## config.mk

```make
export PLATFORM = sky130hd
export DESIGN_NAME = linked_block_chain_allocator_unit
export DESIGN_NICKNAME = d
export VERILOG_FILES = /design/src/hdl/lbca_pkg.sv /design/src/hdl/linked_block_chain_allocator_unit.sv /design/src/hdl/lbca_dpath.sv /design/src/hdl/lbca_ctrl.sv
export VERILOG_INCLUDE_DIRS = /design/src /design/src/hdl
export SDC_FILE = /design/constraint.sdc
export NUM_CORES = 2
export LEC_CHECK = 0
export BUFFER_PORTS_ARGS = -buffer_cell sky130_fd_sc_hd__buf_2
export CORE_MARGIN = 2
export CORE_UTILIZATION = 30
export DETAILED_ROUTE_END_ITERATION = 12
export PLACE_DENSITY = 0.5
export SYNTH_ARGS = -nofsm -noshare
export SYNTH_HDL_FRONTEND = slang
export SYNTH_SLANG_ARGS = --single-unit
```

## constraint.sdc

```tcl
create_clock -name clk -period 19.65 [get_ports clk]
set_input_delay 3.93 -clock clk [delete_from_list [all_inputs] [get_ports clk]]
set_output_delay 3.93 -clock clk [all_outputs]
set_load 0.005 [all_outputs]
```

## src/hdl/linked_block_chain_allocator_unit_macros.svh

```systemverilog
// ----------------------------------------------------------------------------
// Linked block chain allocator assertion macros
// Shared assertion forms for the allocator modules; both sample on clk and
// stay quiet while rst_n is low.
// ----------------------------------------------------------------------------
`ifndef LINKED_BLOCK_CHAIN_ALLOCATOR_UNIT_MACROS_SVH
`define LINKED_BLOCK_CHAIN_ALLOCATOR_UNIT_MACROS_SVH

// consequent holds in the same cycle as the antecedent
`define LBCA_ASSERT_SAME(label, ante, cons, msg) \
  label: assert property (@(posedge clk) disable iff (!rst_n) (ante) |-> (cons)) \
    else $error(msg);

// consequent holds in the cycle after the antecedent
`define LBCA_ASSERT_NEXT(label, ante, cons, msg) \
  label: assert property (@(posedge clk) disable iff (!rst_n) (ante) |=> (cons)) \
    else $error(msg);

`endif

```

## src/hdl/lbca_pkg.sv

```systemverilog
// ----------------------------------------------------------------------------
// Linked block chain allocator package
// Operation and status codes, entry codes and the command and status groups
// that join the controller and the datapath.
// ----------------------------------------------------------------------------
package lbca_pkg;

  // field widths of the stream payload
  localparam int POS_W      = 16;
  localparam int STATUS_W   = 2;
  localparam int FREED_W    = 9;
  localparam int OP_W       = 2;
  localparam int IN_DATA_W  = 24;
  localparam int OUT_DATA_W = 32;

  // chain table entry codes: free, chain end, link base (link to k is k + base)
  localparam int ENT_FREE      = 0;
  localparam int ENT_END       = 1;
  localparam int ENT_LINK_BASE = 2;

  typedef enum logic [1:0] {
    OP_ALLOC = 2'd0,
    OP_WRITE = 2'd1,
    OP_READ  = 2'd2,
    OP_FREE  = 2'd3
  } op_t;

  typedef enum logic [1:0] {
    ST_OK     = 2'd0,
    ST_NOFREE = 2'd1,
    ST_BROKEN = 2'd2
  } status_t;

  // table write port source
  typedef enum logic [2:0] {
    WR_NONE,
    WR_CLR,
    WR_END,
    WR_LINK,
    WR_FREE
  } wr_sel_t;

  // table read address source
  typedef enum logic [1:0] {
    RD_SCAN,
    RD_BLOCK,
    RD_CUR
  } rd_sel_t;

  // result position source
  typedef enum logic [1:0] {
    NX_KEEP,
    NX_INC,
    NX_LINK,
    NX_FOUND
  } next_sel_t;

  typedef struct packed {
    logic      accept;
    logic      load_q;
    logic      scan_init;
    logic      scan_step;
    logic      walk_init;
    rd_sel_t   rd_sel;
    wr_sel_t   wr_sel;
    next_sel_t next_sel;
    logic      set_status;
    status_t   status;
    logic      load_out;
  } lbca_cmd_t;

  typedef struct packed {
    op_t  op;
    logic below;
    logic oob;
    logic boundary;
    logic ent_free;
    logic ent_end;
    logic link_oob;
    logic scan_hit;
    logic scan_none;
    logic clr_last;
  } lbca_stat_t;

endpackage

```

## src/hdl/linked_block_chain_allocator_unit.sv

```systemverilog
// ----------------------------------------------------------------------------
// Linked block chain allocator
// Pool of equal blocks chained through a table: allocate, advance write and
// read positions, free a chain.
//
//   Channel  Direction  Beat contents
//   in_*     slave      operation, position
//   out_*    master     next_position, status, blocks_freed
//
// An in-block advance needs only the position decode; a boundary read also
// reads the block's table entry. Allocation scans from the lowest possibly
// free block at one entry per cycle; a write extension also writes the link.
// Free reads and clears each block of the chain in turn through the single
// table read port. After reset a clearing pass over every table entry runs
// before the first beat is accepted. A new beat is taken while the last
// result still waits; the block then holds its result until out_tready.
// ----------------------------------------------------------------------------
module linked_block_chain_allocator_unit import lbca_pkg::*; #(
  parameter int NUM_BLOCKS  = 256,
  parameter int BLOCK_SIZE  = 128,
  parameter int BASE_OFFSET = 512
) (
  input  logic                  clk,
  input  logic                  rst_n,
  input  logic                  in_tvalid,
  output logic                  in_tready,
  input  logic [IN_DATA_W-1:0]  in_tdata,   // [1:0] operation, [17:2] position
  output logic                  out_tvalid,
  input  logic                  out_tready,
  output logic [OUT_DATA_W-1:0] out_tdata   // [15:0] next_position, [17:16] status,
                                            // [26:18] blocks_freed
);

  lbca_cmd_t           cmd;
  lbca_stat_t          stat;
  logic [POS_W-1:0]    next_position;
  logic [STATUS_W-1:0] status;
  logic [FREED_W-1:0]  blocks_freed;

  lbca_ctrl u_ctrl (
    .clk        (clk),
    .rst_n      (rst_n),
    .in_tvalid  (in_tvalid),
    .in_tready  (in_tready),
    .out_tvalid (out_tvalid),
    .out_tready (out_tready),
    .stat       (stat),
    .cmd        (cmd)
  );

  lbca_dpath #(
    .NUM_BLOCKS  (NUM_BLOCKS),
    .BLOCK_SIZE  (BLOCK_SIZE),
    .BASE_OFFSET (BASE_OFFSET)
  ) u_dpath (
    .clk               (clk),
    .rst_n             (rst_n),
    .in_operation      (in_tdata[OP_W-1:0]),
    .in_position       (in_tdata[OP_W+POS_W-1:OP_W]),
    .cmd               (cmd),
    .stat              (stat),
    .out_next_position (next_position),
    .out_status        (status),
    .out_blocks_freed  (blocks_freed)
  );

  // pack the result beat, pad to whole bytes
  assign out_tdata = {
    (OUT_DATA_W - POS_W - STATUS_W - FREED_W)'(0),
    blocks_freed,
    status,
    next_position
  };

endmodule

```

## src/hdl/lbca_dpath.sv

```systemverilog
// ----------------------------------------------------------------------------
// Linked block chain allocator datapath
// Chain table memory, position decode, free block scan, chain walk counters
// and the result and output registers.
// ----------------------------------------------------------------------------
module lbca_dpath import lbca_pkg::*; #(
  parameter int NUM_BLOCKS  = 256,
  parameter int BLOCK_SIZE  = 128,
  parameter int BASE_OFFSET = 512
) (
  input  logic                clk,
  input  logic                rst_n,
  input  logic [OP_W-1:0]     in_operation,
  input  logic [POS_W-1:0]    in_position,
  input  lbca_cmd_t           cmd,
  output lbca_stat_t          stat,
  output logic [POS_W-1:0]    out_next_position,
  output logic [STATUS_W-1:0] out_status,
  output logic [FREED_W-1:0]  out_blocks_freed
);

  localparam int IW = $clog2(NUM_BLOCKS);
  localparam int CW = $clog2(NUM_BLOCKS + 1);
  localparam int EW = $clog2(NUM_BLOCKS + 2);
  localparam int FW = (CW > FREED_W) ? CW : FREED_W;
  localparam int BW = $clog2(BLOCK_SIZE + 1);
  // reciprocal of the block size: exact quotient for any 16-bit dividend
  localparam int DL = $clog2(BLOCK_SIZE);
  localparam int DS = POS_W + DL;
  localparam longint DM = ((longint'(1) << DS) + BLOCK_SIZE - 1) / BLOCK_SIZE;
  localparam int MW = POS_W + 2;
  localparam int PW = POS_W + MW;

  localparam logic [POS_W:0]   BASE_W   = (POS_W + 1)'(BASE_OFFSET);
  localparam logic [POS_W-1:0] BASE_LO  = POS_W'(BASE_OFFSET);
  localparam logic [MW-1:0]    RECIP    = MW'(DM);
  localparam logic [BW-1:0]    BSIZE    = BW'(BLOCK_SIZE);
  localparam logic [POS_W-1:0] LAST_OFS = POS_W'(BLOCK_SIZE - 1);
  localparam logic [POS_W:0]   NB_Q     = (POS_W + 1)'(NUM_BLOCKS);
  localparam logic [CW-1:0]    NB_C     = CW'(NUM_BLOCKS);
  localparam logic [EW-1:0]    NB_E     = EW'(NUM_BLOCKS);
  localparam logic [IW-1:0]    LAST_IDX = IW'(NUM_BLOCKS - 1);
  localparam logic [EW-1:0]    E_FREE   = EW'(ENT_FREE);
  localparam logic [EW-1:0]    E_END    = EW'(ENT_END);
  localparam logic [EW-1:0]    E_LINK   = EW'(ENT_LINK_BASE);

  logic [EW-1:0]       mem [NUM_BLOCKS];
  logic [EW-1:0]       rd_data_r;

  op_t                 op_r;
  logic [POS_W-1:0]    pos_r;
  logic [POS_W-1:0]    q_r;
  logic [IW-1:0]       cur_r;
  logic [IW-1:0]       found_r;
  logic [IW-1:0]       clr_r;
  logic [CW-1:0]       hint_r;
  logic [CW-1:0]       scan_r;
  logic                pend_r;
  logic [FW-1:0]       freed_r;
  logic [POS_W-1:0]    res_next_r;
  status_t             res_status_r;
  logic [POS_W-1:0]    out_next_r;
  status_t             out_status_r;
  logic [FREED_W-1:0]  out_freed_r;

  logic [POS_W-1:0]    rel;
  logic [PW-1:0]       prod;
  logic [POS_W+BW-1:0] qd;
  logic [POS_W-1:0]    blk_ofs;
  logic [IW-1:0]       qidx;
  logic [EW-1:0]       ent_link;
  logic [CW-1:0]       scan_prev;
  logic [IW-1:0]       bs_idx;
  logic [31:0]         bs_sum;
  logic                we;
  logic [IW-1:0]       waddr;
  logic [EW-1:0]       wdata;
  logic [IW-1:0]       raddr;

  // decode position into block index and offset
  assign rel     = pos_r - BASE_LO;
  assign prod    = rel * RECIP;
  assign qd      = q_r * BSIZE;
  assign blk_ofs = rel - qd[POS_W-1:0];
  assign qidx    = q_r[IW-1:0];

  // entry decode and scan bookkeeping
  assign ent_link  = rd_data_r - E_LINK;
  assign scan_prev = scan_r - CW'(1);

  // block start of the linked or freshly found block
  assign bs_idx = (cmd.next_sel == NX_LINK) ? ent_link[IW-1:0] : found_r;
  assign bs_sum = 32'(BASE_OFFSET) + 32'(bs_idx) * 32'(BLOCK_SIZE);

  always_comb begin
    stat.op        = op_r;
    stat.below     = {1'b0, pos_r} < BASE_W;
    stat.oob       = {1'b0, q_r} >= NB_Q;
    stat.boundary  = (blk_ofs == LAST_OFS);
    stat.ent_free  = (rd_data_r == E_FREE);
    stat.ent_end   = (rd_data_r == E_END);
    stat.link_oob  = (ent_link >= NB_E);
    stat.scan_hit  = pend_r && (rd_data_r == E_FREE);
    stat.scan_none = !stat.scan_hit && (scan_r == NB_C);
    stat.clr_last  = (clr_r == LAST_IDX);
  end

  // select the table write
  always_comb begin
    we    = 1'b1;
    waddr = cur_r;
    wdata = E_FREE;
    unique case (cmd.wr_sel)
      WR_CLR: begin
        waddr = clr_r;
      end
      WR_END: begin
        waddr = found_r;
        wdata = E_END;
      end
      WR_LINK: begin
        waddr = qidx;
        wdata = EW'(found_r) + E_LINK;
      end
      WR_FREE: begin
        waddr = cur_r;
      end
      default: begin
        we = 1'b0;
      end
    endcase
  end

  // select the table read
  always_comb begin
    unique case (cmd.rd_sel)
      RD_BLOCK: raddr = qidx;
      RD_CUR:   raddr = cur_r;
      default:  raddr = scan_r[IW-1:0];
    endcase
  end

  // chain table: one write port, one registered read port
  always_ff @(posedge clk) begin
    if (we) begin
      mem[waddr] <= wdata;
    end
    rd_data_r <= mem[raddr];
  end

  // control counters: clear sweep, free hint, scan pointer
  always_ff @(posedge clk) begin
    if (!rst_n) begin
      clr_r  <= '0;
      hint_r <= '0;
      scan_r <= '0;
      pend_r <= 1'b0;
    end else begin
      if (cmd.wr_sel == WR_CLR) begin
        clr_r <= clr_r + IW'(1);
      end
      if (cmd.wr_sel == WR_END) begin
        hint_r <= CW'(found_r) + CW'(1);
      end else if (cmd.wr_sel == WR_FREE && CW'(cur_r) < hint_r) begin
        hint_r <= CW'(cur_r);
      end
      if (cmd.scan_init) begin
        scan_r <= hint_r;
        pend_r <= 1'b0;
      end else if (cmd.scan_step && !stat.scan_hit && !stat.scan_none) begin
        scan_r <= scan_r + CW'(1);
        pend_r <= 1'b1;
      end
    end
  end

  // operands, walk state and result
  always_ff @(posedge clk) begin
    if (cmd.accept) begin
      op_r         <= op_t'(in_operation);
      pos_r        <= in_position;
      res_next_r   <= '0;
      res_status_r <= ST_OK;
      freed_r      <= '0;
    end else begin
      if (cmd.wr_sel == WR_FREE) begin
        freed_r <= freed_r + FW'(1);
      end
      if (cmd.set_status) begin
        res_status_r <= cmd.status;
      end
      unique case (cmd.next_sel)
        NX_INC:            res_next_r <= pos_r + POS_W'(1);
        NX_LINK, NX_FOUND: res_next_r <= bs_sum[POS_W-1:0];
        default:           res_next_r <= res_next_r;
      endcase
    end
    if (cmd.load_q) begin
      q_r <= POS_W'(prod >> DS);
    end
    if (cmd.walk_init) begin
      cur_r <= qidx;
    end else if (cmd.wr_sel == WR_FREE) begin
      cur_r <= ent_link[IW-1:0];
    end
    if (cmd.scan_step && stat.scan_hit) begin
      found_r <= scan_prev[IW-1:0];
    end
  end

  // output register
  always_ff @(posedge clk) begin
    if (cmd.load_out) begin
      out_next_r   <= res_next_r;
      out_status_r <= res_status_r;
      out_freed_r  <= freed_r[FREED_W-1:0];
    end
  end

  assign out_next_position = out_next_r;
  assign out_status        = out_status_r;
  assign out_blocks_freed  = out_freed_r;

endmodule

```

## src/hdl/lbca_ctrl.sv

```systemverilog
// ----------------------------------------------------------------------------
// Linked block chain allocator controller
// Sequences the table clear, position decode, entry reads, free block scan,
// chain walk and the output handshake.
// ----------------------------------------------------------------------------
`include "linked_block_chain_allocator_unit_macros.svh"

module lbca_ctrl import lbca_pkg::*; (
  input  logic       clk,
  input  logic       rst_n,
  input  logic       in_tvalid,
  output logic       in_tready,
  output logic       out_tvalid,
  input  logic       out_tready,
  input  lbca_stat_t stat,
  output lbca_cmd_t  cmd
);

  typedef enum logic [3:0] {
    S_CLEAR,
    S_IDLE,
    S_LOC,
    S_CHK,
    S_ENT,
    S_SCAN,
    S_MARK,
    S_LINK,
    S_WRD,
    S_WENT,
    S_FINISH
  } state_t;

  state_t state_r, state_nxt;
  logic   out_valid_r, out_valid_nxt;

  assign in_tready  = (state_r == S_IDLE);
  assign out_tvalid = out_valid_r;

  // next state and commands
  always_comb begin
    state_nxt      = state_r;
    out_valid_nxt  = out_valid_r && !out_tready;
    cmd            = '0;
    cmd.rd_sel     = RD_SCAN;
    cmd.wr_sel     = WR_NONE;
    cmd.next_sel   = NX_KEEP;
    cmd.status     = ST_OK;
    unique case (state_r)
      S_CLEAR: begin
        cmd.wr_sel = WR_CLR;
        if (stat.clr_last) begin
          state_nxt = S_IDLE;
        end
      end
      S_IDLE: begin
        if (in_tvalid) begin
          cmd.accept = 1'b1;
          state_nxt  = S_LOC;
        end
      end
      S_LOC: begin
        cmd.load_q = 1'b1;
        if (stat.op == OP_ALLOC) begin
          cmd.scan_init = 1'b1;
          state_nxt     = S_SCAN;
        end else begin
          state_nxt = S_CHK;
        end
      end
      S_CHK: begin
        priority if (stat.below || stat.oob) begin
          cmd.set_status = 1'b1;
          cmd.status     = ST_BROKEN;
          state_nxt      = S_FINISH;
        end else if (stat.op == OP_FREE) begin
          cmd.walk_init = 1'b1;
          state_nxt     = S_WRD;
        end else if (!stat.boundary) begin
          cmd.next_sel = NX_INC;
          state_nxt    = S_FINISH;
        end else begin
          cmd.rd_sel = RD_BLOCK;
          state_nxt  = S_ENT;
        end
      end
      S_ENT: begin
        priority if (!stat.ent_free && !stat.ent_end) begin
          cmd.next_sel = NX_LINK;
          state_nxt    = S_FINISH;
        end else if (stat.ent_end && stat.op == OP_WRITE) begin
          cmd.scan_init = 1'b1;
          state_nxt     = S_SCAN;
        end else begin
          cmd.set_status = 1'b1;
          cmd.status     = ST_BROKEN;
          state_nxt      = S_FINISH;
        end
      end
      S_SCAN: begin
        cmd.scan_step = 1'b1;
        priority if (stat.scan_hit) begin
          state_nxt = S_MARK;
        end else if (stat.scan_none) begin
          cmd.set_status = 1'b1;
          cmd.status     = ST_NOFREE;
          state_nxt      = S_FINISH;
        end
      end
      S_MARK: begin
        cmd.wr_sel   = WR_END;
        cmd.next_sel = NX_FOUND;
        state_nxt    = (stat.op == OP_WRITE) ? S_LINK : S_FINISH;
      end
      S_LINK: begin
        cmd.wr_sel = WR_LINK;
        state_nxt  = S_FINISH;
      end
      S_WRD: begin
        cmd.rd_sel = RD_CUR;
        state_nxt  = S_WENT;
      end
      S_WENT: begin
        priority if (stat.ent_free) begin
          cmd.set_status = 1'b1;
          cmd.status     = ST_BROKEN;
          state_nxt      = S_FINISH;
        end else if (stat.ent_end) begin
          cmd.wr_sel = WR_FREE;
          state_nxt  = S_FINISH;
        end else if (stat.link_oob) begin
          cmd.wr_sel     = WR_FREE;
          cmd.set_status = 1'b1;
          cmd.status     = ST_BROKEN;
          state_nxt      = S_FINISH;
        end else begin
          cmd.wr_sel = WR_FREE;
          state_nxt  = S_WRD;
        end
      end
      S_FINISH: begin
        if (!out_valid_r || out_tready) begin
          cmd.load_out  = 1'b1;
          out_valid_nxt = 1'b1;
          state_nxt     = S_IDLE;
        end
      end
      default: begin
        state_nxt = S_IDLE;
      end
    endcase
  end

  // state and output valid
  always_ff @(posedge clk) begin
    if (!rst_n) begin
      state_r     <= S_CLEAR;
      out_valid_r <= 1'b0;
    end else begin
      state_r     <= state_nxt;
      out_valid_r <= out_valid_nxt;
    end
  end

  `LBCA_ASSERT_NEXT(a_one_item, in_tvalid && in_tready, !in_tready, "second beat accepted while busy")
  `LBCA_ASSERT_SAME(a_out_slot, cmd.load_out, !out_valid_r || out_tready, "result overwrote a pending beat")
  `LBCA_ASSERT_SAME(a_link_order, cmd.wr_sel == WR_LINK, $past(state_r) == S_MARK, "link written without fresh block")

endmodule

```

==> metrics <==
status=finished clean; Yosys top cell by area=sky130_fd_sc_hd__edfxtp_1; combinational family with the most area after synthesis=simple AND/OR/NAND/NOR gates; GRT Max-Usage Layer=met2; share of the synthesized area in the top cell type=0.719; CTS buffer count=around 270; most area-consuming cells after synthesis=sky130_fd_sc_hd__edfxtp_1 (72%), sky130_fd_sc_hd__mux4_2 (4.4%), sky130_fd_sc_hd__nand2_1 (4.0%); Hold-fix buffers, CTS=0; static leakage power=roughly 36 nW; proportion of register bits with asynchronous set or reset after synthesis=0; cell with the biggest individual delay on the critical path=sky130_fd_sc_hd__o21ai_0; number of routed nets with antenna violations=0; die outline area=0.335 mm^2; CTS tree=done; number of enable-type register cells in the synthesized netlist=2374; Row Count=between 200 and 250; post-synthesis mux area share=0.0822; Post-Syn Area per Cell=~16 um^2; total negative setup slack=0 ns; met3 Use GR=0.0294; Seq cells post-synth=around 2400; count of input and output buffers=50; initial antenna violation count=22; Compound-Gate Fraction of Synth Area=0.0538; drt total wl=309 mm; final hold violations=0; Remaining Overflow, GRT=0; wire length of the first global-routing pass=around 430 mm; switching power total=around 2.1 mW; first-pass iteration count of the detailed router=9; vias in the first global route=~56000; startpoint class of the critical path=flip-flop; sinks on the clock net=around 2400; arrival time at the worst endpoint=~11 ns; final setup violation count=0; part of the power in the clock network=0.458; critical path launch point=u_dpath.pos_r[9]; Die Y=579 um; overall track demand over capacity in global routing=0.180; worst hold path depth=0; pin count of the biggest net entering global routing=221; number of max-slew violations in the final report=0; CTS HTree Levels=5; switching share of power=0.202; growth of design area from synthesis to finish=12.9%; initial standard-cell utilization of the core=0.301; Non-Filler Cell Area, Final=approximately 0.11 mm^2; sequential element share of the synthesized area=0.733; Hold Path Class=reg2reg; cell area after synthesis=just under 0.1 mm^2; RSZ-0062 raised after global routing=false; clock edge transition at the registers on the reported setup and hold paths=roughly 0.060 ns; total internal power=~8.4 mW; largest driver fanout on the critical path=77; final net count=~6500; HPWL after detailed placement=approximately 180 mm; share of power burned in registers=0.535; Final period util=0.504; minimum clock period=about 9.9 ns; post-route clock skew=a little over 0.08 ns; synthesized instance count=6380; Via Count=58100; Post-CTS Setup Repair Bufs=0; proportion of layout cells with a drive suffix above 1=0.125; post-detailed-route via-to-cell ratio=between 5 and 6; Chip Width=approximately 580 um; number of cells traversed by the worst register-to-register path=24; count of boundary I/O pins=62; r2r startpoint=u_dpath.pos_r[9]; critical path capture point type=flip-flop; # resized after CTS=0; area of the core=0.329 mm^2; clock network latency to the later pin of the worst-skew pair=0.86 ns; combinational fraction of design power=0.007; Top cell by count, worst path=sky130_fd_sc_hd__ha_1; final weighted congestion in routability-driven placement=0.825; endpoint required time on the critical path=between 20 and 25 ns; largest stage delay on the critical path=a little under 1 ns; crit-path cells=inv_1 > ha_1 > xor2_1 > ha_1 > xor2_1 > or4_1 > o21a_1 > nor4_1 > o2111a_1 > nand3_1 > nor2_1 > ha_1 > nand2b_1 > nand2_8 > buf_4 > buf_12 > buf_4 > mux2i_1 > o221ai_1 > a31oi_1 > o21ai_0 > nand2_1 > a2111oi_2 > nor4b_2; fraction of synthesized cell area in xor and xnor cells=0.00592; met2 usage in global routing=0.286; YS warnings=0; highest attainable clock frequency=between 100 and 150 MHz; Unique masters post-synth=92; Least-Margin Pin Slew=~1.3 ns; hold path start=u_dpath.res_next_r[13]; area after detailed placement=0.104 mm^2; fraction of the mapped netlist area in simple logic gates=0.0915; Synth Area in Adders=0.00374; Fill cells=around 32000; CTS root buffer=sky130_fd_sc_hd__clkbuf_16; routed wire length per instance=approximately 28 um; M1 GR Usage=0.250; Detailed Route Iter0 Violations=a little over 7000; critical setup path kind=reg2reg; count of maximum capacitance violations=0; worst slew margin relative to its limit=0.132; # DRC=0; number of buffers between clock root and the deepest sink=4; Primary FF master, synth=sky130_fd_sc_hd__edfxtp_1; largest vdd supply drop=between 0.00007 and 0.00008 V; total power density per cell area=approximately 94 mW/mm^2
## state kept, by name, indices dropped and copies added (netlist names)
| register | flops |
|---|---|
| u_dpath.pos_r | 16 |
| u_dpath.pend_r | 1 |
| u_dpath.res_status_r | 2 |
| u_dpath.cur_r | 8 |
| u_dpath.q_r | 9 |
| u_dpath.clr_r | 8 |
| u_dpath.scan_r | 9 |
| u_dpath.out_blocks_freed | 9 |
| u_dpath.res_next_r | 16 |
| u_dpath.out_status | 2 |
| u_ctrl.out_tvalid | 1 |
| u_ctrl.state_r | 4 |
| u_dpath.found_r | 8 |
| u_dpath.mem | 2304 |
| u_dpath.op_r | 2 |
| u_dpath.freed_r | 9 |
| u_dpath.out_next_position | 16 |
| u_dpath.hint_r | 9 |
| u_dpath.rd_data_r | 9 |
## power by group through the flow
stage               logic (mW)  registers [mW]  clock network, mW
floorplan               0.0293            5.75                  0
global placement        0.0718            5.75                  0
detailed placement      0.0719            5.75                  0
CTS                     0.0724            5.64               4.89
global route            0.0759            5.64               5.09
finish                  0.0742            5.64               4.82
## final timing paths
check                                        to  slack [ns]
setup / recovery           u_dpath.rd_data_r[8]        9.74
hold / removal    u_dpath.out_next_position[13]        0.43
setup reg to reg           u_dpath.rd_data_r[8]        9.74
hold reg to reg   u_dpath.out_next_position[13]        0.43
## logic make-up (layout without fill, tap and decap cells)
logic type | after synthesis | after routing
other | 1 | 8
DFF | 2442 | 2442
xor gates and xnor gates | 67 | 67
muxes | 490 | 490
adders and majority gates | 29 | 29
and+or+nand+nor | 2105 | 2105
buffers and inverters | 434 | 720
AOI/OAI and AO/OA | 812 | 812
## metal layers
metal  up-vias  share of wire
li1      24800              -
met1     30300           0.43
met2      2464           0.46
met3       480          0.075
met4         6          0.034
met5         -       0.000091
## layout make-up
type	instances	area [um^2]	share of cell area
Sequential cell	2442	72600	0.649
Multi-Input combinational cell	3508	23800	0.212
Clock buffer	341	7220	0.0646
Clock inverter	128	1000	0.00895
Inverter	41	154	0.00138
Antenna cell	3	7.51	0.0000671
Tap cell	4366	5460	0.0488
Timing Repair Buffer	210	1600	0.0143
## stage by stage
| stage | util | std cells | setup slack (ns) | hold WS [ns] | power, mW |
|---|---|---|---|---|---|
| after floorplan | - | 6384 | 6.87 | 0.402 | 5.77 |
| after global placement | 0.315 | 10600 | 9.81 | 0.417 | 5.82 |
| after detailed placement | 0.315 | 10600 | 9.89 | 0.420 | 5.82 |
| after CTS | 0.339 | 11000 | 9.87 | 0.430 | 10.6 |
| after global routing | 0.340 | 11000 | 9.40 | 0.441 | 10.8 |
| final | 0.340 | 11000 | 9.74 | 0.433 | 10.5 |
## layout by cell type, fill, tap and decap left out, drive strengths merged, types with 37 or more instances in the layout
cell	instances
edfxtp	2374
nand2	1046
nor2	416
nand3	353
clkbuf	341
a21oi	279
mux4	244
mux2i	243
buf	210
o21ai	102
clkinv	98
o221ai	85
nor3	83
a31oi	80
dfxtp	68
inv	49
and3	45
o22ai	43
nand4	38
a211oi	37
## Yosys cell counts (55+ instances only)
cell type                     n
sky130_fd_sc_hd__edfxtp_1  2374
sky130_fd_sc_hd__clkbuf_1   100
sky130_fd_sc_hd__a31oi_1     80
sky130_fd_sc_hd__nor2_1     415
sky130_fd_sc_hd__mux2i_1    243
sky130_fd_sc_hd__a21oi_1    279
sky130_fd_sc_hd__dfxtp_1     68
sky130_fd_sc_hd__o221ai_1    80
sky130_fd_sc_hd__nand3_1    353
sky130_fd_sc_hd__mux4_2     194
sky130_fd_sc_hd__buf_2      153
sky130_fd_sc_hd__nor3_1      80
sky130_fd_sc_hd__nand2_1   1045
sky130_fd_sc_hd__buf_6       55
sky130_fd_sc_hd__o21ai_0     98
## critical path: cells and delay by family (launching register included)
kind | cells | cell delay [ns]
and+or+nand+nor | 8 | 2.97
AOI/OAI and AO/OA | 6 | 2.29
buffers and inverters | 4 | 1.87
adders and majority gates | 3 | 1.17
DFF | 1 | 0.45
xor gates and xnor gates | 2 | 0.45
muxes | 1 | 0.20
(Power assumes the default switching activity.)
